$ cat src/rtl/utq_pkg.sv
package utq_pkg;

    // default geometry of the message ring
    localparam int DEF_NUM_SLOTS = 8;
    localparam int DEF_SLOT_LEN  = 32;

    // input item opcodes
    typedef enum logic {
        OP_LOAD    = 1'b0,
        OP_TX_DONE = 1'b1
    } t_opcode;

    // input item as it arrives on the port
    typedef struct packed {
        t_opcode    opcode;
        logic [7:0] char_value;
        logic       last_char;
    } t_in_item;

    // result item
    typedef struct packed {
        logic       tx_valid;
        logic [7:0] tx_byte;
        logic       busy_res;
        logic       dropped;
        logic [3:0] queued_count;
    } t_out_item;

    // classified item handed from the front end to the back end
    typedef struct packed {
        logic       is_load;
        logic       nonzero;
        logic       last;
        logic [7:0] ch;
    } t_cmd;

    // back end sequencer states
    typedef enum logic [1:0] {
        ST_IDLE,
        ST_DATA,
        ST_NEXT
    } t_back_state;

endpackage

$ cat src/rtl/utq_front.sv
module utq_front (
    input  logic              i_clk,
    input  logic              i_rst_n,
    input  logic              i_in_valid,
    output logic              o_in_ready,
    input  utq_pkg::t_in_item i_in_item,
    output logic              o_cmd_valid,
    output utq_pkg::t_cmd     o_cmd,
    input  logic              i_cmd_pop
);

    // two-entry queue of classified items
    utq_pkg::t_cmd r_q [2];
    logic          r_wr_ptr;
    logic          r_rd_ptr;
    logic [1:0]    r_cnt;
    logic          push;
    logic          pop;
    utq_pkg::t_cmd cls;

    assign o_in_ready  = (r_cnt != 2'd2);
    assign o_cmd_valid = (r_cnt != 2'd0);
    assign o_cmd       = r_q[r_rd_ptr];
    assign push        = i_in_valid && o_in_ready;
    assign pop         = i_cmd_pop && o_cmd_valid;

    // classify the incoming item
    always_comb begin
        cls.is_load = (i_in_item.opcode == utq_pkg::OP_LOAD);
        cls.nonzero = (i_in_item.char_value != 8'd0);
        cls.last    = i_in_item.last_char;
        cls.ch      = i_in_item.char_value;
    end

    // queue storage, no reset needed
    always_ff @(posedge i_clk) begin
        if (push) begin
            r_q[r_wr_ptr] <= cls;
        end
    end

    // queue pointers and fill level
    always_ff @(posedge i_clk) begin
        if (!i_rst_n) begin
            r_wr_ptr <= 1'b0;
            r_rd_ptr <= 1'b0;
            r_cnt    <= 2'd0;
        end else begin
            if (push) begin
                r_wr_ptr <= ~r_wr_ptr;
            end
            if (pop) begin
                r_rd_ptr <= ~r_rd_ptr;
            end
            case ({push, pop})
                2'b10:   r_cnt <= r_cnt + 2'd1;
                2'b01:   r_cnt <= r_cnt - 2'd1;
                default: r_cnt <= r_cnt;
            endcase
        end
    end

endmodule

$ cat src/rtl/utq_back.sv
module utq_back #(
    parameter int NUM_SLOTS = utq_pkg::DEF_NUM_SLOTS,
    parameter int SLOT_LEN  = utq_pkg::DEF_SLOT_LEN
) (
    input  logic               i_clk,
    input  logic               i_rst_n,
    input  logic               i_cmd_valid,
    input  utq_pkg::t_cmd      i_cmd,
    output logic               o_cmd_pop,
    output logic               o_out_valid,
    input  logic               i_out_ready,
    output utq_pkg::t_out_item o_out_item
);

    localparam int DEPTH = NUM_SLOTS * SLOT_LEN;
    localparam int SW    = $clog2(NUM_SLOTS);
    localparam int PW    = $clog2(SLOT_LEN);
    localparam int CW    = $clog2(NUM_SLOTS + 1);
    localparam int AW    = $clog2(DEPTH);

    // byte address of a position within a slot
    function automatic logic [AW-1:0] f_addr(input logic [SW-1:0] s, input logic [PW-1:0] p);
        return AW'(s) * AW'(SLOT_LEN) + AW'(p);
    endfunction

    // ring successor of a slot
    function automatic logic [SW-1:0] f_next(input logic [SW-1:0] s);
        return (s == SW'(NUM_SLOTS - 1)) ? '0 : s + SW'(1);
    endfunction

    // slot bytes and per-slot message lengths; a length marks the terminator
    logic [7:0]    r_data_mem [DEPTH];
    logic [PW-1:0] r_len_mem  [NUM_SLOTS];
    logic [7:0]    r_rd_data;
    logic [PW-1:0] r_rd_len;

    utq_pkg::t_back_state r_state, n_state;
    logic [SW-1:0] r_head, n_head;
    logic [SW-1:0] r_tail, n_tail;
    logic [CW-1:0] r_count, n_count;
    logic [PW-1:0] r_sp, n_sp;
    logic [PW-1:0] r_lp, n_lp;
    logic [PW-1:0] r_head_len, n_head_len;
    logic          r_sending, n_sending;
    logic          r_mask, n_mask;
    logic          r_fwd, n_fwd;
    logic [7:0]    r_fwd_byte, n_fwd_byte;
    logic          r_out_valid, n_out_valid;
    utq_pkg::t_out_item r_out_item, n_out_item;

    logic          wr_en;
    logic [AW-1:0] wr_addr;
    logic [7:0]    wr_data;
    logic          len_wr_en;
    logic [SW-1:0] len_wr_addr;
    logic [PW-1:0] len_wr_data;
    logic          rd_en;
    logic [AW-1:0] rd_addr;
    logic          len_rd_en;
    logic [SW-1:0] len_rd_addr;
    logic          res_load;
    logic          res_valid;
    logic [7:0]    res_byte;
    logic          res_dropped;
    logic          out_free;
    logic [SW-1:0] fill;
    logic [SW-1:0] nh;
    logic          store;
    logic [PW-1:0] lp_after;
    logic [CW-1:0] cnt_after;

    assign o_out_valid = r_out_valid;
    assign o_out_item  = r_out_item;
    assign out_free    = !r_out_valid || i_out_ready;
    assign fill        = f_next(r_tail);
    assign nh          = f_next(r_head);
    assign store       = i_cmd.nonzero && (r_lp < PW'(SLOT_LEN - 1));
    assign lp_after    = store ? r_lp + PW'(1) : r_lp;
    assign cnt_after   = (r_count != '0) ? r_count - CW'(1) : r_count;

    // byte store: one write, one registered read
    always_ff @(posedge i_clk) begin
        if (wr_en) begin
            r_data_mem[wr_addr] <= wr_data;
        end
        if (rd_en) begin
            r_rd_data <= r_data_mem[rd_addr];
        end
    end

    // length table: one write, one registered read
    always_ff @(posedge i_clk) begin
        if (len_wr_en) begin
            r_len_mem[len_wr_addr] <= len_wr_data;
        end
        if (len_rd_en) begin
            r_rd_len <= r_len_mem[len_rd_addr];
        end
    end

    // sequencer next state and datapath
    always_comb begin
        n_state     = r_state;
        n_head      = r_head;
        n_tail      = r_tail;
        n_count     = r_count;
        n_sp        = r_sp;
        n_lp        = r_lp;
        n_head_len  = r_head_len;
        n_sending   = r_sending;
        n_mask      = r_mask;
        n_fwd       = r_fwd;
        n_fwd_byte  = r_fwd_byte;
        n_out_valid = r_out_valid && !i_out_ready;
        n_out_item  = r_out_item;
        o_cmd_pop   = 1'b0;
        wr_en       = 1'b0;
        wr_addr     = '0;
        wr_data     = '0;
        len_wr_en   = 1'b0;
        len_wr_addr = '0;
        len_wr_data = '0;
        rd_en       = 1'b0;
        rd_addr     = '0;
        len_rd_en   = 1'b0;
        len_rd_addr = '0;
        res_load    = 1'b0;
        res_valid   = 1'b0;
        res_byte    = '0;
        res_dropped = 1'b0;

        unique case (r_state)
            utq_pkg::ST_IDLE: begin
                if (i_cmd_valid && out_free) begin
                    o_cmd_pop = 1'b1;
                    if (i_cmd.is_load) begin
                        if (r_count == CW'(NUM_SLOTS)) begin
                            // queue full: item dropped
                            res_load    = 1'b1;
                            res_dropped = 1'b1;
                        end else begin
                            wr_en   = store;
                            wr_addr = f_addr(fill, r_lp);
                            wr_data = i_cmd.ch;
                            n_lp    = lp_after;
                            if (i_cmd.last) begin
                                // commit the message
                                n_tail      = fill;
                                n_count     = r_count + CW'(1);
                                n_lp        = '0;
                                len_wr_en   = 1'b1;
                                len_wr_addr = fill;
                                len_wr_data = lp_after;
                                if (!r_sending) begin
                                    // idle transmitter: head is this slot, send first byte
                                    n_sending  = 1'b1;
                                    n_head_len = lp_after;
                                    n_sp       = r_sp + PW'(1);
                                    rd_en      = 1'b1;
                                    rd_addr    = f_addr(r_head, r_sp);
                                    n_mask     = (r_sp < lp_after);
                                    n_fwd      = store && (r_lp == r_sp);
                                    n_fwd_byte = i_cmd.ch;
                                    n_state    = utq_pkg::ST_DATA;
                                end else begin
                                    res_load = 1'b1;
                                end
                            end else begin
                                res_load = 1'b1;
                            end
                        end
                    end else if (!r_sending) begin
                        // spurious tx-done
                        res_load = 1'b1;
                    end else if (r_sp < r_head_len) begin
                        // next byte of the head message
                        rd_en   = 1'b1;
                        rd_addr = f_addr(r_head, r_sp);
                        n_sp    = r_sp + PW'(1);
                        n_mask  = 1'b1;
                        n_fwd   = 1'b0;
                        n_state = utq_pkg::ST_DATA;
                    end else begin
                        // terminator: retire the head message
                        n_count = cnt_after;
                        n_head  = nh;
                        n_sp    = '0;
                        if (cnt_after == '0) begin
                            n_sending = 1'b0;
                            res_load  = 1'b1;
                        end else begin
                            rd_en       = 1'b1;
                            rd_addr     = f_addr(nh, '0);
                            len_rd_en   = 1'b1;
                            len_rd_addr = nh;
                            n_sp        = PW'(1);
                            n_state     = utq_pkg::ST_NEXT;
                        end
                    end
                end
            end
            utq_pkg::ST_DATA: begin
                res_load  = 1'b1;
                res_valid = 1'b1;
                res_byte  = r_mask ? (r_fwd ? r_fwd_byte : r_rd_data) : 8'd0;
                n_state   = utq_pkg::ST_IDLE;
            end
            utq_pkg::ST_NEXT: begin
                n_head_len = r_rd_len;
                res_load   = 1'b1;
                res_valid  = 1'b1;
                res_byte   = (r_rd_len != '0) ? r_rd_data : 8'd0;
                n_state    = utq_pkg::ST_IDLE;
            end
            default: begin
                n_state = utq_pkg::ST_IDLE;
            end
        endcase

        // result register load
        if (res_load) begin
            n_out_valid             = 1'b1;
            n_out_item.tx_valid     = res_valid;
            n_out_item.tx_byte      = res_valid ? res_byte : 8'd0;
            n_out_item.busy_res     = n_sending;
            n_out_item.dropped      = res_dropped;
            n_out_item.queued_count = 4'(n_count);
        end
    end

    // state register
    always_ff @(posedge i_clk) begin
        if (!i_rst_n) begin
            r_state <= utq_pkg::ST_IDLE;
        end else begin
            r_state <= n_state;
        end
    end

    // control registers
    always_ff @(posedge i_clk) begin
        if (!i_rst_n) begin
            r_head      <= '0;
            r_tail      <= SW'(NUM_SLOTS - 1);
            r_count     <= '0;
            r_sp        <= '0;
            r_lp        <= '0;
            r_head_len  <= '0;
            r_sending   <= 1'b0;
            r_out_valid <= 1'b0;
        end else begin
            r_head      <= n_head;
            r_tail      <= n_tail;
            r_count     <= n_count;
            r_sp        <= n_sp;
            r_lp        <= n_lp;
            r_head_len  <= n_head_len;
            r_sending   <= n_sending;
            r_out_valid <= n_out_valid;
        end
    end

    // payload registers
    always_ff @(posedge i_clk) begin
        r_mask     <= n_mask;
        r_fwd      <= n_fwd;
        r_fwd_byte <= n_fwd_byte;
        r_out_item <= n_out_item;
    end

endmodule

$ cat src/rtl/uart_tx_message_queue.sv
// Results: an accepted item waits in the front-end queue; the back end then loads the
// result register, via a read state when the item sends a byte (registered store read).
// Throughput: one item per cycle without a byte read, when the result register is free;
// none is taken during a byte read, set by the registered read port of the slot store.
// Reset: synchronous, active low; clears pointers, counts and handshakes. The slot
// store is not cleared: a per-slot length table marks where each message ends.
module uart_tx_message_queue #(
    parameter int NUM_SLOTS = utq_pkg::DEF_NUM_SLOTS,
    parameter int SLOT_LEN  = utq_pkg::DEF_SLOT_LEN
) (
    input  logic               i_clk,
    input  logic               i_rst_n,
    input  logic               i_in_valid,
    output logic               o_in_ready,
    input  utq_pkg::t_in_item  i_in_item,
    output logic               o_out_valid,
    input  logic               i_out_ready,
    output utq_pkg::t_out_item o_out_item
);

    logic          cmd_valid;
    logic          cmd_pop;
    utq_pkg::t_cmd cmd;

    // front end: accept and classify items
    utq_front u_front (
        .i_clk       (i_clk),
        .i_rst_n     (i_rst_n),
        .i_in_valid  (i_in_valid),
        .o_in_ready  (o_in_ready),
        .i_in_item   (i_in_item),
        .o_cmd_valid (cmd_valid),
        .o_cmd       (cmd),
        .i_cmd_pop   (cmd_pop)
    );

    // back end: message ring and transmit sequencing
    utq_back #(
        .NUM_SLOTS (NUM_SLOTS),
        .SLOT_LEN  (SLOT_LEN)
    ) u_back (
        .i_clk       (i_clk),
        .i_rst_n     (i_rst_n),
        .i_cmd_valid (cmd_valid),
        .i_cmd       (cmd),
        .o_cmd_pop   (cmd_pop),
        .o_out_valid (o_out_valid),
        .i_out_ready (i_out_ready),
        .o_out_item  (o_out_item)
    );

endmodule

$ cat config.mk
export PLATFORM = sky130hd
export DESIGN_NAME = uart_tx_message_queue
export DESIGN_NICKNAME = d
export VERILOG_FILES = /design/src/rtl/utq_pkg.sv /design/src/rtl/utq_front.sv /design/src/rtl/utq_back.sv /design/src/rtl/uart_tx_message_queue.sv
export SDC_FILE = /design/constraint.sdc
export NUM_CORES = 2
export LEC_CHECK = 0
export BUFFER_PORTS_ARGS = -buffer_cell sky130_fd_sc_hd__buf_2
export CAP_MARGIN = 15
export CORE_UTILIZATION = 30
export CTS_BUF_LIST = sky130_fd_sc_hd__clkbuf_8 sky130_fd_sc_hd__clkbuf_16
export DETAILED_ROUTE_END_ITERATION = 16
export GPL_ROUTABILITY_DRIVEN = 0
export PLACE_DENSITY_LB_ADDON = 0.2
export RECOVER_POWER = 100
export REMOVE_ABC_BUFFERS = 1
export SLEW_MARGIN = 15
export SYNTH_ARGS = -nofsm -noshare
export SYNTH_HDL_FRONTEND = slang
export SYNTH_SLANG_ARGS = --single-unit
$ cat constraint.sdc
create_clock -name i_clk -period 8.55 [get_ports i_clk]
set_input_delay 1.71 -clock i_clk [delete_from_list [all_inputs] [get_ports i_clk]]
set_output_delay 1.71 -clock i_clk [all_outputs]
set_load 0.005 [all_outputs]
==> impl_metrics.ini <==
[placed_design]
dpl.hpwl_um = 166000
numPortBuffers = 30
placed_area_um2 = 90500
placed_cells = 8705

[grt]
overflow = 0
grt_start_max_net_pins = 173
grt_pass1_wl_um = 387000
antenna_found_initial = 11
globalRouteTotalUtil_pct = 18.9
grt_pass1_vias = 48552

[clock_tree]
clk_path_buf_depth = 4
cts-root-buf = clkbuf_16
path_clk_slew_ps = 60
clk_latency_ps = 910
htree_levels = 4
cts_tree = yes
cts_buffers = 239
holdBufCountCts = 0
cts_resized = 0
cts_setup_buffers = 0
cts_sinks = 2182

[routing]
drt-pass1-iter-count = 6
ant_nets = 0
vias = 48852
routed_wl_um = 277000
vias_per_cell = 5.35
routedWlPerCell_um = 30.3
drcViolationCount = 0
drtIter0Drc = 5445

[setup_path]
critPathLaunchType = primary input
worstPathRequired_ps = 9060
worst-r2r-setup-slack_ps = 1630
path_class = in2reg
critPathMaxFanout = 18
crit_arrival_ps = 7560
crit_path_end_kind = register

[die]
rows = 195
dieWidth_um = 535
die_h_um = 535
start_util_pct = 30.2
top_level_ports = 31
die_area_um2 = 287000
core_area_um2 = 283000

[power_and_ir_drop]
p_seq_share_pct = 49.5
power_w = 0.0259
comb_power_share_pct = 12.5
switching_power_w = 0.00689
p_leak_nw = 29.8
p_int_w = 0.0190
switching_share_pct = 26.6
pwr-share-clk_pct = 38.0
p_per_area_nw_per_um2 = 265
vdd_drop_max_v = 0.000190

[yosys]
synth_ff_type = edfxtp_1
yosysWarnings = 0
synthTopCellsByArea = edfxtp_1, mux4_2, nor2_1
synthCells = 5091
synth.area.mux_share_pct = 7.35
ys_types = 80
async_flop_share_pct = 0
synth_top_family_by_area = compound AO/OA/AOI/OAI gates
synth-seq-cells = 2182
synth_xor_area_share_pct = 0.175
yosys.area_share.simple_pct = 4.44
synth_edf_count = 2148
synthesis.area_um2 = 85300
yosysSeqAreaShare_pct = 76.4
synth_top_area_cell = edfxtp_1
synth_compound_area_share_pct = 9.40
yosys.area_share.adder_pct = 0.308
synthDominantCellAreaShare_pct = 75.6
avgSynthCellArea_um2 = 16.8

[sta]
fmax_mhz = 142
skew_ps = 63.2
hold_viol = 0
setup_viol = 0
period_share_pct = 82.5
period_needed_ps = 7050
timing.hold.ws_ps = 482
rsz0062_at_grt = no
max_slew.worst_pin.slew_ps = 2770
slew_headroom_pct = -84.7
maxSlewViolCount = 784

[final_layout]
final_cell_count_no_fill = 9138
n_fill_cell = 26922
finalNetCount = 5238
drive_gt1_share_pct = 13.3
final_design_area_no_fill_um2 = 97700
seqCellArea_um2 = 65200
multi_input_area_um2 = 18900
synthToLayoutAreaGrowth_pct = 14.5

[outcome]
status = finished, violations left
violations = capacitance limit, slew limit

[worst_hold_path]
hp-class = reg2reg

[flow_run]
maxCapViolCount = 25
-- power by group through the flow --
| stage | logic (W) | registers [W] | clock network, W |
|---|---|---|---|
| 2_1_floorplan | 0.00203 | 0.0133 | 0 |
| 3_3_place_gp | 0.00329 | 0.0130 | 0 |
| 3_5_place_dp | 0.00333 | 0.0130 | 0 |
| 4_1_cts | 0.00334 | 0.0128 | 0.0100 |
| 5_1_grt | 0.00341 | 0.0128 | 0.0104 |
| 6_report | 0.00324 | 0.0128 | 0.00984 |
-- final timing paths --
| path | from | endpoint | depth (start not counted) |
|---|---|---|---|
| hold / removal | u_back.r_tail[2]$_SDFFE_PN1P_ | u_back.r_tail[2]$_SDFFE_PN1P_ | 2 |
| setup reg to reg | register | u_back.r_rd_data[6]$_DFFE_PP_ | 12 |
| setup / recovery | i_out_ready | u_back.r_data_mem[156][4]$_DFFE_PP_ | 11 |
| hold reg to reg | u_back.r_tail[2]$_SDFFE_PN1P_ | u_back.r_tail[2]$_SDFFE_PN1P_ | 2 |
-- critical path, stage by stage --
cell	delay [ps]
clkbuf_1	550
nand2b_1	240
nand3_1	100
clkbuf_1	330
inv_1	310
nand3_1	640
nor3_1	370
clkbuf_1	370
nand3_1	850
clkbuf_1	970
nor2_1	1080
-- metrics by stage --
step           utilization (%)  TNS [ps]  worst slack, ps
6_report                  34.6         0             1500
5_1_grt                   34.6         0             1450
4_1_cts                   34.6         0             2830
3_5_place_dp              32.0         0             1870
3_3_place_gp              32.0         0             1580
2_1_floorplan                -   -422250           -15090
-- final cells by class --
class	count	area share [%]
antenna	5	0.0128
clock buffer	243	6.19
clock inverter	185	1.37
inverter	20	0.0769
multi-input combinational	2582	19.4
sequential	2182	66.8
tap	3743	4.80
timing repair buffer	178	1.42
-- state kept, by name, indices dropped and copies added, names as in the netlist, 2 cells and up, named ones only --
name and flops:
u_back.r_count 4, u_front.r_q 22, u_front.r_cnt 2, u_back.r_head 3, u_back.r_lp 5, u_back.r_rd_len 5
u_back.r_data_mem 2048, u_back.r_head_len 5, u_back.r_sp 5, u_back.r_rd_data 8, u_back.r_fwd_byte 8, u_back.r_state 2
u_back.o_out_item 15, u_back.r_tail 3, u_back.r_len_mem 40
-- kinds of logic after synthesis --
| logic type | count (synthesis) |
|---|---|
| xor+xnor | 17 |
| other cells | 1 |
| flops | 2182 |
| compound gates | 1210 |
| fa+ha+maj | 21 |
| simple gates | 867 |
| mux | 403 |
| buf+inv | 390 |
-- placed cells by master, fill, tap and decap left out, types with 26 or more instances in the layout --
cell type / Yosys / layout
edfxtp_1: 2148 / 2148
nor2_1: 519 / 517
a21oi_1: 386 / 385
clkbuf_16: 0 / 240
mux2i_1: 190 / 190
o22ai_1: 177 / 177
mux4_2: 175 / 175
o221ai_1: 171 / 171
o211ai_1: 124 / 124
o21ai_0: 118 / 119
nand2_1: 106 / 102
buf_4: 10 / 79
a211oi_1: 78 / 78
inv_1: 18 / 71
nand3_1: 75 / 69
conb_1: 1 / 64
clkbuf_1: 206 / 59
clkinv_1: 0 / 51
clkinv_2: 0 / 47
nor3_1: 34 / 33
nor2b_1: 33 / 32
dfxtp_1: 34 / 31
mux2_2: 37 / 30
o221a_2: 26 / 26
-- Yosys cell counts (19+ instances only) --
cell,n
dfxtp_1,34
a211oi_1,78
mux2_2,37
edfxtp_1,2148
a221oi_1,19
o22ai_1,177
o21ai_0,118
o221ai_1,171
o221a_2,26
nand3_1,75
nor2b_1,33
nor3_1,34
buf_1,55
nand2_1,106
and2_1,20
clkbuf_1,206
buf_2,96
ha_1,21
mux4_2,175
mux2i_1,190
nor2_1,519
o211ai_1,124
a21oi_1,386
-- routing by layer --
metal,routed length (um),global-route usage (%),vias up
met1,118000,26.0,25741
met5,24,0,-
met2,128000,30.0,1914
li1,-,-,20732
met3,17500,2.94,461
met4,12700,7.82,4
Note: power is estimated with default switching activity, not from simulation.
